`config.mk`:
```
export PLATFORM = sky130hd
export DESIGN_NAME = paste_stream_sanitizer_unit
export DESIGN_NICKNAME = d
export VERILOG_FILES = /design/src/rtl/pss_pkg.sv /design/src/rtl/pss_front.sv /design/src/rtl/pss_queue.sv /design/src/rtl/pss_back.sv /design/src/rtl/paste_stream_sanitizer_unit.sv
export SDC_FILE = /design/constraint.sdc
export NUM_CORES = 1
export LEC_CHECK = 0
export BUFFER_PORTS_ARGS = -buffer_cell sky130_fd_sc_hd__buf_2
export CAP_MARGIN = 20
export CORE_UTILIZATION = 38
export CTS_BUF_LIST = sky130_fd_sc_hd__clkbuf_8
export CTS_CLUSTER_SIZE = 24
export DETAILED_ROUTE_END_ITERATION = 6
export MAX_ROUTING_LAYER = met4
export PLACE_DENSITY = 0.66
export SETUP_SLACK_MARGIN = 0.15
export SKIP_CTS_REPAIR_TIMING = 1
export SLEW_MARGIN = 20
export SYNTH_ARGS = -nofsm -noshare
export SYNTH_HDL_FRONTEND = slang
export SYNTH_HIERARCHICAL = 1
export SYNTH_SLANG_ARGS = --single-unit
```
`constraint.sdc`:
```
create_clock -name clk_i -period 5.3 [get_ports clk_i]
set_input_delay 0.265 -clock clk_i [delete_from_list [all_inputs] [get_ports clk_i]]
set_output_delay 0.265 -clock clk_i [all_outputs]
set_load 0.005 [all_outputs]
```
`src/rtl/pss_pkg.sv`:
```
`default_nettype none

package pss_pkg;

  // Special code points
  localparam logic [20:0] CP_TAB   = 21'h00_0009;
  localparam logic [20:0] CP_LF    = 21'h00_000A;
  localparam logic [20:0] CP_CR    = 21'h00_000D;
  localparam logic [20:0] CP_SPACE = 21'h00_0020;
  localparam logic [20:0] CP_DEL   = 21'h00_007F;
  localparam logic [20:0] CP_C1_LO = 21'h00_0080;
  localparam logic [20:0] CP_NEL   = 21'h00_0085;
  localparam logic [20:0] CP_C1_HI = 21'h00_009F;
  localparam logic [20:0] CP_LSEP  = 21'h00_2028;
  localparam logic [20:0] CP_PSEP  = 21'h00_2029;
  localparam logic [20:0] CP_SUR_LO = 21'h00_D800;
  localparam logic [20:0] CP_SUR_HI = 21'h00_DFFF;
  localparam logic [20:0] CP_MAX    = 21'h10_FFFF;
  localparam logic [20:0] CP_REPL   = 21'h00_FFFD;

  // Bytes on the wire
  localparam logic [7:0] NEWLINE_BYTE = 8'h0D;
  localparam logic [7:0] SPACE_BYTE   = 8'h20;
  localparam logic [7:0] TILDE_BYTE   = 8'h7E;
  localparam logic [7:0] LBRACK_BYTE  = 8'h5B;

  localparam logic [0:5][7:0] START_MARKER = {8'h1B, 8'h5B, 8'h32, 8'h30, 8'h30, 8'h7E};
  localparam logic [0:5][7:0] END_MARKER   = {8'h1B, 8'h5B, 8'h32, 8'h30, 8'h31, 8'h7E};
  localparam logic [0:3][7:0] GUARD_RUN    = {8'h5B, 8'h32, 8'h30, 8'h31};

  localparam int unsigned MARKER_LEN = 6;
  localparam logic [2:0]  GUARD_FULL = 3'd4;

  // Risk codes
  localparam logic [1:0] RISK_NONE      = 2'd0;
  localparam logic [1:0] RISK_MULTILINE = 2'd1;
  localparam logic [1:0] RISK_TRAILING  = 2'd2;

  // Work for the back end, one per item that produces output
  typedef struct packed {
    logic            start;   // send start marker
    logic            nl_pre;  // held CR released before the character
    logic [3:0][7:0] chr;     // UTF-8 bytes (or newline byte)
    logic [2:0]      nchar;   // 0..4
    logic            nl_post; // held CR released at end of paste
    logic            endm;    // send end marker
    logic            br;      // bracket mode seen by this item
    logic            last;
    logic [1:0]      risk;
    logic            san;
  } desc_t;

endpackage

`default_nettype wire

```
`src/rtl/pss_front.sv`:
```
`default_nettype none

module pss_front
  import pss_pkg::*;
(
  input  wire logic        clk_i,
  input  wire logic        rst_ni,
  input  wire logic        cfg_valid_i,
  output logic             cfg_ready_o,
  input  wire logic        cfg_bracket_mode_i,
  input  wire logic        in_valid_i,
  output logic             in_ready_o,
  input  wire logic [20:0] code_point_i,
  input  wire logic        has_char_i,
  input  wire logic        last_i,
  input  wire logic        q_full_i,
  output logic             q_push_o,
  output desc_t            q_data_o
);

  logic br_q;
  logic prev_cr_q, prev_cr_d;
  logic nl_pend_q, nl_pend_d;
  logic multi_q, multi_d;
  logic san_q, san_d;
  logic prefix_q;

  logic        accept;
  logic        done_lf, is_hold, is_nl, is_drop, is_char;
  logic [20:0] cpf;
  desc_t       d;

  assign cfg_ready_o = 1'b1;
  assign in_ready_o  = !q_full_i;
  assign accept      = in_valid_i && in_ready_o;

  // Classify the item and build its work descriptor
  always_comb begin
    d         = '0;
    d.br      = br_q;
    d.last    = last_i;
    d.start   = br_q && !prefix_q;
    d.nl_pre  = has_char_i && prev_cr_q;
    done_lf   = d.nl_pre && (code_point_i == CP_LF);

    is_hold = has_char_i && !done_lf && (code_point_i == CP_CR);
    is_nl   = has_char_i && !done_lf &&
              ((code_point_i == CP_LF) || (code_point_i == CP_NEL) ||
               (code_point_i == CP_LSEP) || (code_point_i == CP_PSEP));
    is_drop = has_char_i && !done_lf && !is_hold && !is_nl &&
              (code_point_i != CP_TAB) &&
              ((code_point_i < CP_SPACE) || (code_point_i == CP_DEL) ||
               ((code_point_i >= CP_C1_LO) && (code_point_i <= CP_C1_HI)));
    is_char = has_char_i && !done_lf && !is_hold && !is_nl && !is_drop;

    // UTF-8 encode, invalid scalars become the replacement character
    cpf = code_point_i;
    if (((cpf >= CP_SUR_LO) && (cpf <= CP_SUR_HI)) || (cpf > CP_MAX)) begin
      cpf = CP_REPL;
    end
    if (is_nl) begin
      d.chr[0] = NEWLINE_BYTE;
      d.nchar  = 3'd1;
    end else if (is_char) begin
      if (cpf < 21'h80) begin
        d.chr[0] = {1'b0, cpf[6:0]};
        d.nchar  = 3'd1;
      end else if (cpf < 21'h800) begin
        d.chr[0] = {3'b110, cpf[10:6]};
        d.chr[1] = {2'b10, cpf[5:0]};
        d.nchar  = 3'd2;
      end else if (cpf < 21'h10000) begin
        d.chr[0] = {4'b1110, cpf[15:12]};
        d.chr[1] = {2'b10, cpf[11:6]};
        d.chr[2] = {2'b10, cpf[5:0]};
        d.nchar  = 3'd3;
      end else begin
        d.chr[0] = {5'b11110, cpf[20:18]};
        d.chr[1] = {2'b10, cpf[17:12]};
        d.chr[2] = {2'b10, cpf[11:6]};
        d.chr[3] = {2'b10, cpf[5:0]};
        d.nchar  = 3'd4;
      end
    end

    // Held CR tracking
    prev_cr_d = prev_cr_q;
    if (has_char_i) begin
      prev_cr_d = is_hold;
    end
    d.nl_post = last_i && prev_cr_d;
    d.endm    = last_i && br_q;

    // Kept-character history, in emit order
    nl_pend_d = nl_pend_q;
    multi_d   = multi_q;
    if (d.nl_pre) begin
      multi_d   = multi_d | nl_pend_d;
      nl_pend_d = 1'b1;
    end
    if (is_nl || is_char) begin
      multi_d   = multi_d | nl_pend_d;
      nl_pend_d = is_nl;
    end
    if (d.nl_post) begin
      multi_d   = multi_d | nl_pend_d;
      nl_pend_d = 1'b1;
    end
    san_d = san_q | done_lf | is_drop;

    d.san  = san_d;
    d.risk = multi_d ? RISK_MULTILINE : (nl_pend_d ? RISK_TRAILING : RISK_NONE);
  end

  assign q_data_o = d;
  assign q_push_o = accept && (d.start || d.nl_pre || (d.nchar != 3'd0) ||
                               d.nl_post || d.endm || last_i);

  // Bracket mode and paste state; paste state is cleared after the last item
  always_ff @(posedge clk_i or negedge rst_ni) begin
    if (!rst_ni) begin
      br_q      <= 1'b0;
      prev_cr_q <= 1'b0;
      nl_pend_q <= 1'b0;
      multi_q   <= 1'b0;
      san_q     <= 1'b0;
      prefix_q  <= 1'b0;
    end else begin
      if (cfg_valid_i && cfg_ready_o) begin
        br_q <= cfg_bracket_mode_i;
      end
      if (accept) begin
        if (last_i) begin
          prev_cr_q <= 1'b0;
          nl_pend_q <= 1'b0;
          multi_q   <= 1'b0;
          san_q     <= 1'b0;
          prefix_q  <= 1'b0;
        end else begin
          prev_cr_q <= prev_cr_d;
          nl_pend_q <= nl_pend_d;
          multi_q   <= multi_d;
          san_q     <= san_d;
          prefix_q  <= prefix_q | d.start;
        end
      end
    end
  end

endmodule

`default_nettype wire

```
`src/rtl/pss_queue.sv`:
```
`default_nettype none

module pss_queue
  import pss_pkg::*;
#(
  parameter int unsigned Depth = 2
) (
  input  wire logic  clk_i,
  input  wire logic  rst_ni,
  input  wire logic  push_i,
  input  wire desc_t data_i,
  output logic       full_o,
  input  wire logic  pop_i,
  output logic       valid_o,
  output desc_t      data_o
);

  localparam int unsigned PtrW = (Depth > 1) ? $clog2(Depth) : 1;
  localparam int unsigned CntW = $clog2(Depth + 1);
  localparam logic [PtrW-1:0] PtrLast = PtrW'(Depth - 1);
  localparam logic [CntW-1:0] CntFull = CntW'(Depth);

  desc_t           mem_q [Depth];
  logic [PtrW-1:0] wr_q, rd_q;
  logic [CntW-1:0] cnt_q;
  logic            do_push, do_pop;

  assign full_o  = (cnt_q == CntFull);
  assign valid_o = (cnt_q != '0);
  assign data_o  = mem_q[rd_q];
  assign do_push = push_i && !full_o;
  assign do_pop  = pop_i && valid_o;

  // Entry storage
  always_ff @(posedge clk_i) begin
    if (do_push) begin
      mem_q[wr_q] <= data_i;
    end
  end

  // Pointers and fill count
  always_ff @(posedge clk_i or negedge rst_ni) begin
    if (!rst_ni) begin
      wr_q  <= '0;
      rd_q  <= '0;
      cnt_q <= '0;
    end else begin
      if (do_push) begin
        wr_q <= (wr_q == PtrLast) ? '0 : wr_q + 1'b1;
      end
      if (do_pop) begin
        rd_q <= (rd_q == PtrLast) ? '0 : rd_q + 1'b1;
      end
      if (do_push && !do_pop) begin
        cnt_q <= cnt_q + 1'b1;
      end else if (do_pop && !do_push) begin
        cnt_q <= cnt_q - 1'b1;
      end
    end
  end

endmodule

`default_nettype wire

```
`src/rtl/pss_back.sv`:
```
`default_nettype none

module pss_back
  import pss_pkg::*;
(
  input  wire logic       clk_i,
  input  wire logic       rst_ni,
  input  wire logic       q_valid_i,
  input  wire desc_t      q_data_i,
  output logic            q_pop_o,
  output logic            out_valid_o,
  input  wire logic       out_ready_i,
  output logic [7:0]      out_byte_o,
  output logic            byte_valid_o,
  output logic            end_of_run_o,
  output logic            paste_done_o,
  output logic [1:0]      risk_o,
  output logic            sanitised_o
);

  typedef enum logic [2:0] {
    PH_START  = 3'd0,
    PH_NL_PRE = 3'd1,
    PH_CHAR   = 3'd2,
    PH_NL_POST = 3'd3,
    PH_END    = 3'd4,
    PH_STATUS = 3'd5,
    PH_NONE   = 3'd6
  } phase_e;

  // First non-empty segment after the given one
  function automatic phase_e next_phase(desc_t dd, phase_e ph);
    phase_e r;
    r = PH_NONE;
    if ((ph < PH_NL_PRE) && dd.nl_pre) begin
      r = PH_NL_PRE;
    end else if ((ph < PH_CHAR) && (dd.nchar != 3'd0)) begin
      r = PH_CHAR;
    end else if ((ph < PH_NL_POST) && dd.nl_post) begin
      r = PH_NL_POST;
    end else if ((ph < PH_END) && dd.endm) begin
      r = PH_END;
    end
    return r;
  endfunction

  phase_e     phase_q, ph, first_ph, nxt;
  logic [2:0] idx_q, idx;
  logic       started_q, tilde_q;
  logic [2:0] prog_q;

  logic       ov_q;
  logic [7:0] byte_q;
  logic       bvalid_q, eor_q, done_q, san_q;
  logic [1:0] risk_q;

  logic       adv, fire, payload, split, seg_last, final_b;
  logic [7:0] raw_b, emit_b;
  logic [2:0] prog_n;

  assign adv  = !ov_q || out_ready_i;
  assign fire = adv && q_valid_i;

  // Where the head descriptor stands
  always_comb begin
    nxt      = next_phase(q_data_i, PH_START);
    first_ph = q_data_i.start ? PH_START : ((nxt == PH_NONE) ? PH_STATUS : nxt);
    ph       = started_q ? phase_q : first_ph;
    idx      = started_q ? idx_q : 3'd0;
  end

  // Byte of the current segment
  always_comb begin
    raw_b    = '0;
    seg_last = 1'b1;
    payload  = 1'b0;
    unique case (ph)
      PH_START: begin
        raw_b    = START_MARKER[idx];
        seg_last = (idx == 3'(MARKER_LEN - 1));
      end
      PH_NL_PRE, PH_NL_POST: begin
        raw_b   = NEWLINE_BYTE;
        payload = 1'b1;
      end
      PH_CHAR: begin
        raw_b    = q_data_i.chr[idx[1:0]];
        seg_last = (idx == (q_data_i.nchar - 3'd1));
        payload  = 1'b1;
      end
      PH_END: begin
        raw_b    = END_MARKER[idx];
        seg_last = (idx == 3'(MARKER_LEN - 1));
      end
      default: begin
        raw_b = '0;
      end
    endcase
  end

  // End-marker escape on the payload and the guard-run tracker
  always_comb begin
    split = payload && q_data_i.br && (prog_q == GUARD_FULL) &&
            (raw_b == TILDE_BYTE) && !tilde_q;
    emit_b  = split ? SPACE_BYTE : raw_b;
    final_b = !split && seg_last && (next_phase(q_data_i, ph) == PH_NONE);
    prog_n  = prog_q;
    if (payload && q_data_i.br && !split) begin
      if ((prog_q == GUARD_FULL) && (raw_b == TILDE_BYTE)) begin
        prog_n = 3'd0;
      end else if ((prog_q < GUARD_FULL) && (raw_b == GUARD_RUN[prog_q[1:0]])) begin
        prog_n = prog_q + 3'd1;
      end else begin
        prog_n = (raw_b == LBRACK_BYTE) ? 3'd1 : 3'd0;
      end
    end
    if (final_b && q_data_i.last) begin
      prog_n = 3'd0;
    end
  end

  assign q_pop_o = fire && final_b;

  // Sequencer state
  always_ff @(posedge clk_i or negedge rst_ni) begin
    if (!rst_ni) begin
      phase_q   <= PH_START;
      idx_q     <= '0;
      started_q <= 1'b0;
      tilde_q   <= 1'b0;
      prog_q    <= '0;
    end else if (fire) begin
      prog_q <= prog_n;
      if (split) begin
        tilde_q   <= 1'b1;
        started_q <= 1'b1;
        phase_q   <= ph;
        idx_q     <= idx;
      end else begin
        tilde_q <= 1'b0;
        if (final_b) begin
          started_q <= 1'b0;
        end else begin
          started_q <= 1'b1;
          if (seg_last) begin
            phase_q <= next_phase(q_data_i, ph);
            idx_q   <= '0;
          end else begin
            phase_q <= ph;
            idx_q   <= idx + 3'd1;
          end
        end
      end
    end
  end

  // Output register
  always_ff @(posedge clk_i or negedge rst_ni) begin
    if (!rst_ni) begin
      ov_q <= 1'b0;
    end else if (adv) begin
      ov_q <= q_valid_i;
    end
  end

  always_ff @(posedge clk_i) begin
    if (fire) begin
      byte_q   <= emit_b;
      bvalid_q <= (ph != PH_STATUS);
      eor_q    <= final_b;
      done_q   <= final_b && q_data_i.last;
      risk_q   <= (final_b && q_data_i.last) ? q_data_i.risk : RISK_NONE;
      san_q    <= final_b && q_data_i.last && q_data_i.san;
    end
  end

  assign out_valid_o  = ov_q;
  assign out_byte_o   = byte_q;
  assign byte_valid_o = bvalid_q;
  assign end_of_run_o = eor_q;
  assign paste_done_o = done_q;
  assign risk_o       = risk_q;
  assign sanitised_o  = san_q;

endmodule

`default_nettype wire

```
`src/rtl/paste_stream_sanitizer_unit.sv`:
```
// An item's first byte goes through the descriptor queue, then the output register.
// Throughput: one output byte per cycle from the back-end sequencer while out_ready_i
//   is high and a descriptor is waiting; an item yields 0 to 17 bytes.
// The front end accepts an item per cycle while the descriptor queue has room.
// Reset (rst_ni, async, active low) clears paste state, queue and output valid flag;
//   bracket mode resets to 0.
`default_nettype none

module paste_stream_sanitizer_unit
  import pss_pkg::*;
#(
  parameter int unsigned QueueDepth = 2
) (
  input  wire logic        clk_i,
  input  wire logic        rst_ni,
  input  wire logic        cfg_valid_i,
  output logic             cfg_ready_o,
  input  wire logic        cfg_bracket_mode_i,
  input  wire logic        in_valid_i,
  output logic             in_ready_o,
  input  wire logic [20:0] code_point_i,
  input  wire logic        has_char_i,
  input  wire logic        last_i,
  output logic             out_valid_o,
  input  wire logic        out_ready_i,
  output logic [7:0]       out_byte_o,
  output logic             byte_valid_o,
  output logic             end_of_run_o,
  output logic             paste_done_o,
  output logic [1:0]       risk_o,
  output logic             sanitised_o
);

  logic  q_full, q_push, q_valid, q_pop;
  desc_t q_wdata, q_rdata;

  pss_front u_front (
    .clk_i              (clk_i),
    .rst_ni             (rst_ni),
    .cfg_valid_i        (cfg_valid_i),
    .cfg_ready_o        (cfg_ready_o),
    .cfg_bracket_mode_i (cfg_bracket_mode_i),
    .in_valid_i         (in_valid_i),
    .in_ready_o         (in_ready_o),
    .code_point_i       (code_point_i),
    .has_char_i         (has_char_i),
    .last_i             (last_i),
    .q_full_i           (q_full),
    .q_push_o           (q_push),
    .q_data_o           (q_wdata)
  );

  pss_queue #(
    .Depth (QueueDepth)
  ) u_queue (
    .clk_i   (clk_i),
    .rst_ni  (rst_ni),
    .push_i  (q_push),
    .data_i  (q_wdata),
    .full_o  (q_full),
    .pop_i   (q_pop),
    .valid_o (q_valid),
    .data_o  (q_rdata)
  );

  pss_back u_back (
    .clk_i        (clk_i),
    .rst_ni       (rst_ni),
    .q_valid_i    (q_valid),
    .q_data_i     (q_rdata),
    .q_pop_o      (q_pop),
    .out_valid_o  (out_valid_o),
    .out_ready_i  (out_ready_i),
    .out_byte_o   (out_byte_o),
    .byte_valid_o (byte_valid_o),
    .end_of_run_o (end_of_run_o),
    .paste_done_o (paste_done_o),
    .risk_o       (risk_o),
    .sanitised_o  (sanitised_o)
  );

endmodule

`default_nettype wire

```
==> results of run 1 <==
## final timing paths
| check | start | endpoint | slack, ns | cells past startpoint |
|---|---|---|---|---|
| min | cfg_bracket_mode_i | u_front/br_q$_DFFE_PN0P_ | 0.04 | 2 |
| max reg2reg | u_queue/rd_q$_DFFE_PN0P_ | u_queue/cnt_q[1]$_DFFE_PN0P_ | 1.00 | 13 |
| min reg2reg | u_back/tilde_q$_DFFE_PN0P_ | u_back/tilde_q$_DFFE_PN0P_ | 0.48 | 2 |
| min in group asynchronous | rst_ni | u_front/san_q$_DFFE_PN0P_ | 0.35 | 2 |
| max in group asynchronous | rst_ni | u_queue/rd_q$_DFFE_PN0P_ | 4.54 | 2 |
| max | u_queue/rd_q$_DFFE_PN0P_ | u_queue/cnt_q[1]$_DFFE_PN0P_ | 1.00 | 13 |
## flip-flops by register name, indices dropped and copies added, names as in the netlist, 2 cells and up
name and count:
u_back/idx_q 3, u_back/out_byte_o 8, u_back/phase_q 3, u_back/prog_q 3, u_back/risk_o 2, u_queue/cnt_q 2, u_queue/mem_q 88
## final cells by class
cell class	instances	area share
clock buffers	17	0.0298
well taps	229	0.0365
inverters	27	0.0129
flip-flops and latches	124	0.461
clock inverters	15	0.0207
repair buffers	53	0.0370
multi-input cells	421	0.402
## power breakdown
group,leakage (nW),switching (mW),total [mW],internal (mW)
registers,1.22,0.135,1.51,1.37
clock network,0.199,0.409,0.834,0.425
logic,1.55,1.01,1.76,0.750
## placed cells by master (no fill, tap or decap), types with 5 or more instances in the layout
master,instances
nor2_1,49
clkbuf_8,17
buf_4,8
xnor2_1,6
ha_1,7
inv_1,27
mux2_4,39
o211ai_1,5
nand2b_1,9
nand2_1,36
a211oi_1,14
and2_1,5
o22ai_1,7
dfrtp_1,21
mux2_2,10
or3_1,5
nor3_1,16
nor4_1,7
o21a_1,5
buf_2,44
a31oi_1,5
and3_1,14
nand3_1,13
o21ai_0,26
mux2i_1,7
edfxtp_1,102
nor2b_1,6
a21oi_1,24
## per-stage QoR
| step | utilization | std cells | total power [mW] | hold slack, ns | setup WS (ns) |
|---|---|---|---|---|---|
| floorplan | - | 611 | 2.88 | -0.0306 | 1.01 |
| CTS | 0.430 | 885 | 4.13 | -0.208 | 1.04 |
| global route | 0.431 | 886 | 4.34 | 0.0259 | 0.737 |
| global placement | 0.408 | 853 | 3.26 | 0.287 | 1.15 |
| finish | 0.431 | 886 | 4.11 | 0.0441 | 1.00 |
| detailed placement | 0.408 | 853 | 3.28 | 0.295 | 1.05 |
## routing by layer
layer	track usage	vias up	routed length, um
met3	0.0354	26	892
li1	-	2392	-
met5	-	-	0
met1	0.240	2508	7800
met4	0.0632	0	348
met2	0.282	197	7980
## logic make-up after synthesis
logic type,share of synthesized area
simple gates,0.150
buf+inv,0.0580
other cells,0.00105
xor+xnor,0.00978
compound gates,0.151
fa+ha+maj,0.0122
mux,0.114
flops,0.504
==> impl_results.md, run 1 <==
- Initial Util: 0.393
- Area growth from synthesis to layout: 9.45%
- Final instance area: 7840 um2
- Unrepaired setup endpoints after global routing: no
- Synth cell count leaders: edfxtp_1, nor2_1, mux2_4, nand2_1, inv_1
- Global route total overflow: 0
- Worst Hold Class: in -> reg
- Most used DFF post-synth: edfxtp_1
- Worst-path clk slew: 0.08 ns
- Total leakage power: 2.97 nW
- CP delay by family, top: simple AND/OR/NAND/NOR gates
- Yosys top cell by area: edfxtp_1
- Vias in the first global route: 4,944
- Fin. Hold Viols: 0
- Clock period minus worst slack: 4.30 ns
- Power Dens Cells: 524 nW/um2
- CTS max path bufs: 2
- Worst slew pin tran: 1.04 ns
- Synth Register Bits: 124
- First-pass GRT wire length: 26,700 um
- H-tree levels: 4
- Fill cell count: 1,694
- Sum Neg Setup Slack: 0 ns
- Top cell type's share of synthesized area: 0.428
- Num rows: 49
- Run status: finished clean
- Syn Area/Cell: 11.8 um2
- Number of diodes: 0
- CTS tree: done
- Die Y: 139 um
- Critical Path AT: 4.66 ns
- Die area: 19,400 um2
- Initial antenna violation count: 0
- Peak VDD IR: 161 uV
- Synth Cell Area: 7160 um2
- Yosys warning total: 6
- Root Driver: clkbuf_8
- CTS sink cnt: 124
- Die Wd: 139 um
- Clock latency on the worst-skew pair: 0.45 ns
- FF+latch area: 3610 um2
- Worst Clk Skew: 0.0131 ns
- Seq/Total Area, Yosys: 0.504
- Ys async rst share: 0.177
- Crit-path cells: buf_4, mux2_4, nand2b_1, a221oi_2, nor2_2, or4_4, and4b_4, a211oi_4, and2_1, nand2_2, ha_1, nor2_1, xor2_1
- Crit-path slowest cell: dfrtp_2
- Fmax: 0.233 GHz
- Global-route usage over all layers: 0.183
- Critical path buffer and inverter count: 1
- CP Capture Type: flip-flop
- Crit-path max FO: 14
- Core box area: 18,200 um2
- Crit Path Category: reg -> reg
- Placed Area: 7430 um2
- Post-synth EDFFs: 102
- First-pass DRT Iterations: 5
- Dpl hpwl: 12,300 um
- Largest net degree at the start of global routing: 45
- Iteration-0 DRC Markers: 318
- # port buffers: 44
- Routability cong.: 0.916
- Period Utilization, post-route: 0.811
- I/O Pins: 46
- Avg WL per Cell: 19.2 um
- Share of layout cells above drive strength 1: 0.242
- Worst Path Required: 5.66 ns
- Relative slew slack: 0.307
- Cell variety after synth: 89
- Max Cap Violations: 0
- Most common cell in the netlist: edfxtp_1
- Total Routed Length: 17,000 um
- Max Slew Vio Count: 0
- Area of the multi-input gates: 3150 um2
- Vias per cell: 5.78
- Final-stage net count: 680
- Cells after Synth: 609
- Setup violators final: 0
- DR DRC count: 0
- CP Launch Type: flip-flop
- CP max stage delay: 0.62 ns
- Top cells by area, synth: edfxtp_1, mux2_4, dfrtp_1
- CTS buffer count: 17
- DRT antenna net count: 0
- Vias: 5,123
(Power assumes the default switching activity.)
==> inputs of run 2 (changes only) <==
--- a/config.mk
+++ b/config.mk
@@ -12,7 +12,7 @@
 export CTS_CLUSTER_SIZE = 24
 export DETAILED_ROUTE_END_ITERATION = 6
 export MAX_ROUTING_LAYER = met4
-export PLACE_DENSITY = 0.66
+export PLACE_DENSITY = 0.68
 export SETUP_SLACK_MARGIN = 0.15
 export SKIP_CTS_REPAIR_TIMING = 1
 export SLEW_MARGIN = 20
==> constraint.sdc (replaced) <==
create_clock -name clk_i -period 3.5 [get_ports clk_i]
set_input_delay 0.175 -clock clk_i [delete_from_list [all_inputs] [get_ports clk_i]]
set_output_delay 0.175 -clock clk_i [all_outputs]
set_load 0.005 [all_outputs]
==> run 2 against run 1 <==
Net effect:
- the run now ends with negative setup slack left
- sequential share of layout area is 3.8 points lower
- routed wire length is 2.7% higher
- via count is 4.1% higher
- combinational power is 94% higher
- die area stayed put
- clock-buffer cell count stayed put
- fmax is 22% higher
- worst setup slack worse by 1.0 ns
==> impl_results.md, run 2 (synthesis results as in run 1) <==
- Run status: finished with violations
- Failing checks: negative setup slack
- Most frequent cells in the layout: edfxtp_1, buf_4, nor2_1
- Relative slew slack: 0.525 (+0.218)
- Die area: 19,400 um2 (unchanged)
- Max FFs per register: 88 (unchanged)
- Number of diodes: 0 (unchanged)
- Crit-path cells: buf_12, mux2_4, inv_2, ha_4, nor3b_4, o32a_1, nor2_1, or4_4, and4b_4, a211oi_4, and2_4, nand2_4, ha_4, xor2_1, nor2_1, xor2_1
- Vias in the first global route: 5,192 (+5.0%)
- Global route total overflow: 0 (unchanged)
- CTS tree: done
- CTS sink cnt: 124 (unchanged)
- Root Driver: clkbuf_8
- Clock latency on the worst-skew pair: 0.46 ns (about the same)
- Power Total: 6.91 mW (+68%)
- Worst Clk Skew: 0.0206 ns (+0.00744 ns)
- Worst slew pin tran: 0.710 ns (-0.330 ns)
- Initial Util: 0.393 (unchanged)
- Worst r2r src: u_queue/rd_q$_DFFE_PN0P_
- Critical Path End: u_queue/cnt_q[1]$_DFFE_PN0P_
- Fin. Hold Viols: 0 (unchanged)
- Vias: 5,335 (+4.1%)
- # port buffers: 44 (unchanged)
- Die Y: 139 um (unchanged)
- Placed Area: 7880 um2 (+6.0%)
- DR DRC count: 0 (unchanged)
- DP Cell Count: 900 (+5.5%)
- Critical Path AT: 3.89 ns (-0.77 ns)
- Peak VDD IR: 285 uV (+76%)
- H-tree levels: 4 (unchanged)
- Num rows: 49 (unchanged)
- Final-stage net count: 742 (+9.1%)
- CTS max path bufs: 2 (unchanged)
- Vias per cell: 5.63 (-2.7%)
- Iteration-0 DRC Markers: 380 (+19%)
- Initial antenna violation count: 0 (unchanged)
- Worst Hold Class: in -> reg
- Core box area: 18,200 um2 (unchanged)
- Largest net degree at the start of global routing: 45 (unchanged)
- Max Cap Violations: 0 (unchanged)
- Setup violators final: 1 (+1)
- CP Capture Type: flip-flop
- Crit Path Category: reg -> reg
- CP Launch Type: flip-flop
- Crit-path slowest cell: or4_4
- First-pass GRT wire length: 27,700 um (+3.8%)
- Routability cong.: 0.980 (+7.0%)
- Fill cell count: 1,609 (-5.0%)
- CTS buffer count: 17 (unchanged)
- Finished Layout Cells: 948 (+7.0%)
- R2R Setup Slk: -0.01 ns (-1.02 ns)
- RR Endpoint: u_queue/cnt_q[1]$_DFFE_PN0P_
- Total Routed Length: 17,500 um (+2.7%)
- Avg WL per Cell: 18.4 um (-4.0%)
- Share of layout cells above drive strength 1: 0.332 (+0.0904)
- Critical path startpoint: u_queue/rd_q$_DFFE_PN0P_
- Dpl hpwl: 13,000 um (+5.4%)
- DRT antenna net count: 0 (unchanged)
- Clock period minus worst slack: 3.51 ns (-0.782 ns)
- Global-route usage over all layers: 0.188 (+0.00537)
- Period Utilization, post-route: 1.00 (+0.194)
- Max Slew Vio Count: 0 (unchanged)
- CP max stage delay: 0.53 ns (-0.09 ns)
- Fmax: 0.285 GHz (+22%)
- First-pass DRT Iterations: 5 (unchanged)
- Post-layout util: 0.469 (+0.0383)
- Unrepaired setup endpoints after global routing: yes
- Worst Path Required: 3.88 ns (-1.78 ns)
- Worst-path clk slew: 0.09 ns (about the same)
- I/O Pins: 46 (unchanged)
- Total leakage power: 3.36 nW (+13%)
- Power Dens Cells: 810 nW/um2 (+55%)
- Die Wd: 139 um (unchanged)
- Final instance area: 8540 um2 (+8.9%)
- Final worst setup slack: -0.0142 ns (-1.02 ns)
- R2R depth: 16 (+3)
- Commonest non-fill, non-tap cell in the layout: edfxtp_1
- Reg with most FFs: u_queue/mem_q
- Area growth from synthesis to layout: 19.2%
- Crit-path max FO: 7 (-7)
==> run 2: cell types whose count changed in the layout (fill, tap and decap cells not counted), sizes merged <==
cell	previous run	this run
clkinvlp	2	1
inv	32	37
dlygate4sd3	1	4
bufinv	2	0
clkinv	6	4
buf	52	111
==> run 2: power by group <==
part	total [mW]	switching, mW	leakage, nW	internal, mW
logic	3.42	1.75	1.94	1.67
clock network	1.23	0.685	0.200	0.540
registers	2.26	0.189	1.22	2.08
==> run 2: per-stage QoR <==
step | worst slack (ns) | hold slack (ns) | setup TNS [ns]
3_3_place_gp | 0.0177 | 0.199 | 0
3_5_place_dp | -0.0744 | 0.207 | -0.0744
2_1_floorplan | -0.321 | -0.121 | -0.481
5_1_grt | -0.152 | 0.0472 | -0.285
6_report | -0.0142 | 0.0635 | -0.0142
4_1_cts | -0.0954 | -0.294 | -0.0954
==> run 2: final cells by class <==
| type | count | area (um2) | area share |
|---|---|---|---|
| sequential | 124 | 3610 | 0.423 |
| multi-input combinational | 421 | 3300 | 0.386 |
| timing repair buffer | 115 | 837 | 0.0980 |
| tap | 229 | 287 | 0.0336 |
| clock buffer | 17 | 234 | 0.0274 |
| clock inverter | 15 | 165 | 0.0193 |
| inverter | 27 | 104 | 0.0122 |
==> run 2: how the worst min path moves through the flow <==
stage	from	end	slack (ns)	depth (start not counted)
6_report	last_i	u_front/san_q$_DFFE_PN0P_	0.06	2
5_1_grt	last_i	u_front/san_q$_DFFE_PN0P_	0.05	2
4_1_cts	rst_ni	u_back/prog_q[1]$_DFFE_PN0P_	-0.29	1
3_5_place_dp	rst_ni	u_back/out_valid_o$_DFFE_PN0N_	0.21	1
3_3_place_gp	rst_ni	u_back/phase_q[2]$_DFFE_PN0P_	0.20	1
2_1_floorplan	rst_ni	u_back/idx_q[0]$_DFFE_PN0P_	-0.12	0
==> run 2: per-layer routing <==
layer	wire length [um]	track usage	part of all wire	vias up
met2	8470	0.296	0.48	170
li1	-	-	-	2509
met1	7950	0.240	0.45	2634
met5	0	-	0	-
met4	278	0.0667	0.016	0
met3	784	0.0385	0.045	22
==> run 2: worst max-delay path, delay by kind of cell, from the launching register on <==
kind / cells / cell delay, ns
buffers and inverters: 2 / 0.24
AO/OA/AOI/OAI: 2 / 0.47
multiplexers: 1 / 0.29
flip-flops: 1 / 0.43
adder cells (fa/ha/maj): 2 / 0.29
AND/OR/NAND/NOR: 7 / 1.43
XOR/XNOR: 2 / 0.28
==> inputs of run 3 (changes only) <==
--- a/config.mk
+++ b/config.mk
@@ -20,3 +20,4 @@
 export SYNTH_HDL_FRONTEND = slang
 export SYNTH_HIERARCHICAL = 1
 export SYNTH_SLANG_ARGS = --single-unit
+export TNS_END_PERCENT = 5
==> run 3 against run 2 <==
Net effect:
- the run now ends clean
- worst setup slack better by 0.068 ns
- first-iteration DRC count is 21% lower
- routed wire length is 0.65% higher
- clock power grew 9%
- global-route usage rose by 0.40 points
- via count rose by 0.32%
- hold slack worse by 0.034 ns
- critical endpoint unchanged
- clock-buffer cell count unchanged
- sequential cell count is the same
- design area fell by 0.48%
- largest power group unchanged
==> impl_results.md, run 3 (synthesis results as in run 1) <==
- Power Total: 6.83 mW (-1.2%)
- Initial antenna violation count: 0 (unchanged)
- Share of layout cells above drive strength 1: 0.321 (-0.0111)
- Total Routed Length: 17,600 um (+0.65%)
- Die area: 19,400 um2 (unchanged)
- # port buffers: 44 (unchanged)
- Largest net degree at the start of global routing: 45 (unchanged)
- WHS: 0.0292 ns (-0.0343 ns)
- DRT antenna net count: 0 (unchanged)
- Switching power: 2.49 mW (-5.3%)
- Worst Hold Class: in -> reg
- Dpl hpwl: 13,100 um (+0.81%)
- CTS tree: done
- Fin. Hold Viols: 0 (unchanged)
- Number of diodes: 0 (unchanged)
- Unrepaired setup endpoints after global routing: yes
- Core box area: 18,200 um2 (unchanged)
- Setup violators final: 0 (-1)
- R2R Setup Slk: 0.05 ns (+0.07 ns)
- Routability cong.: 0.903 (-7.9%)
- Clock latency on the worst-skew pair: 0.45 ns (about the same)
- Most frequent cells in the layout: edfxtp_1, buf_4, nor2_1
- R2R depth: 15 (-1)
- Int Pwr: 4.34 mW (+1.3%)
- Run status: finished clean
- Logic gate share of total power: 0.474 (-0.021)
- Commonest non-fill, non-tap cell in the layout: edfxtp_1
- CP Launch Type: flip-flop
- WHS Path Cells: 3 (+1)
- Iteration-0 DRC Markers: 299 (-21%)
- Switching part of the total: 0.365 (-0.0157)
- Max FFs per register: 88 (unchanged)
- Root Driver: clkbuf_8
- Crit-path max FO: 6 (-1)
- First-pass DRT Iterations: 5 (unchanged)
- Avg WL per Cell: 18.5 um (+0.33%)
- Total leakage power: 3.35 nW (-0.22%)
- I/O Pins: 46 (unchanged)
- Worst slew pin tran: 1.04 ns (+0.334 ns)
- Max Slew Vio Count: 0 (unchanged)
- DR DRC count: 0 (unchanged)
- Clock period minus worst slack: 3.45 ns (-0.0681 ns)
- Global-route usage over all layers: 0.192 (+0.00402)
- Relative slew slack: 0.302 (-0.222)
- Crit Path Category: reg -> reg
- Critical path startpoint: u_queue/rd_q$_DFFE_PN0P_
- CP Capture Type: flip-flop
- CTS buffer count: 17 (unchanged)
- H-tree levels: 4 (unchanged)
- Vias per cell: 5.63 (about the same)
- Worst Clk Skew: 0.0128 ns (-0.00777 ns)
- Vias in the first global route: 5,344 (+2.9%)
- Worst-path clk slew: 0.07 ns (-0.02 ns)
- Critical Path AT: 3.81 ns (-0.08 ns)
- Hold Crit Start: out_ready_i
- Num rows: 49 (unchanged)
- Max Cap Violations: 0 (unchanged)
- Worst Path Required: 3.86 ns (-0.02 ns)
- Area growth from synthesis to layout: 18.6%
- Worst r2r src: u_queue/rd_q$_DFFE_PN0P_
- CTS sink cnt: 124 (unchanged)
- Initial Util: 0.393 (unchanged)
- Global route total overflow: 0 (unchanged)
- Fmax: 0.290 GHz (+2.0%)
- Final-stage net count: 745 (+0.40%)
- First-pass GRT wire length: 28,300 um (+1.9%)
- Vias: 5,352 (+0.32%)
- CTS max path bufs: 2 (unchanged)
- Reg with most FFs: u_queue/mem_q
- Peak VDD IR: 282 uV (-1.0%)
- Period Utilization, post-route: 0.985 (-0.0194)
- Power Dens Cells: 804 nW/um2 (-0.74%)
- Die Wd: 139 um (unchanged)
- Die Y: 139 um (unchanged)
- Clk pwr share: 0.196 (+0.019)
- Reg power frac: 0.330 (+0.002)
-- run 3: critical path, stage by stage (launching register included) --
cell,delay [ns]
dfrtp_2,0.43
buf_6,0.14
buf_4,0.15
mux2_4,0.33
or2_1,0.24
a32oi_2,0.22
nor2_1,0.08
or4_4,0.53
and4b_4,0.21
a211oi_4,0.24
and2_4,0.21
nand2_4,0.05
ha_4,0.15
xor2_1,0.13
nor2_1,0.11
xor2_1,0.15
-- run 3: stage by stage --
stage                     instance area (um2)  setup TNS [ns]  setup slack, ns  std cells   util
after floorplan                          7210          -0.482           -0.321        611      -
after global placement                   7910               0           0.0509        909  0.435
after detailed placement                 7910               0           0.0223        909  0.435
after CTS                                8340               0          0.00206        941  0.458
after global routing                     8500          -0.119           -0.103        951  0.467
final                                    8500               0           0.0539        951  0.467
-- run 3: cell type report --
| class | instances | area (um2) |
|---|---|---|
| Fill cell | 1631 | 9710 |
| Sequential cell | 124 | 3610 |
| Multi-Input combinational cell | 421 | 3240 |
| Timing Repair Buffer | 118 | 825 |
| Tap cell | 229 | 287 |
| Clock buffer | 17 | 234 |
| Clock inverter | 15 | 191 |
| Inverter | 27 | 106 |
-- run 3: worst paths after layout --
kind | end
hold reg to reg | u_back/tilde_q$_DFFE_PN0P_
setup / recovery | u_queue/cnt_q[1]$_DFFE_PN0P_
hold / removal | u_back/out_valid_o$_DFFE_PN0N_
setup reg to reg | u_queue/cnt_q[1]$_DFFE_PN0P_
max in group asynchronous | u_queue/rd_q$_DFFE_PN0P_
min in group asynchronous | u_back/started_q$_DFFE_PN0P_
-- run 3: power by group through the flow --
stage | registers [mW] | clock network, mW | logic [mW]
after floorplan | 2.23 | 0 | 2.16
after global placement | 2.29 | 0 | 3.02
after detailed placement | 2.30 | 0 | 3.04
after CTS | 2.28 | 1.37 | 3.06
after global routing | 2.29 | 1.42 | 3.50
final | 2.25 | 1.34 | 3.24
-- run 3: routing by layer --
layer / share of wire / GRT usage / vias up
li1: - / - / 2511
met1: 0.45 / 0.248 / 2596
met2: 0.47 / 0.298 / 214
met3: 0.056 / 0.0389 / 31
met4: 0.021 / 0.0737 / 0
met5: 0 / - / -
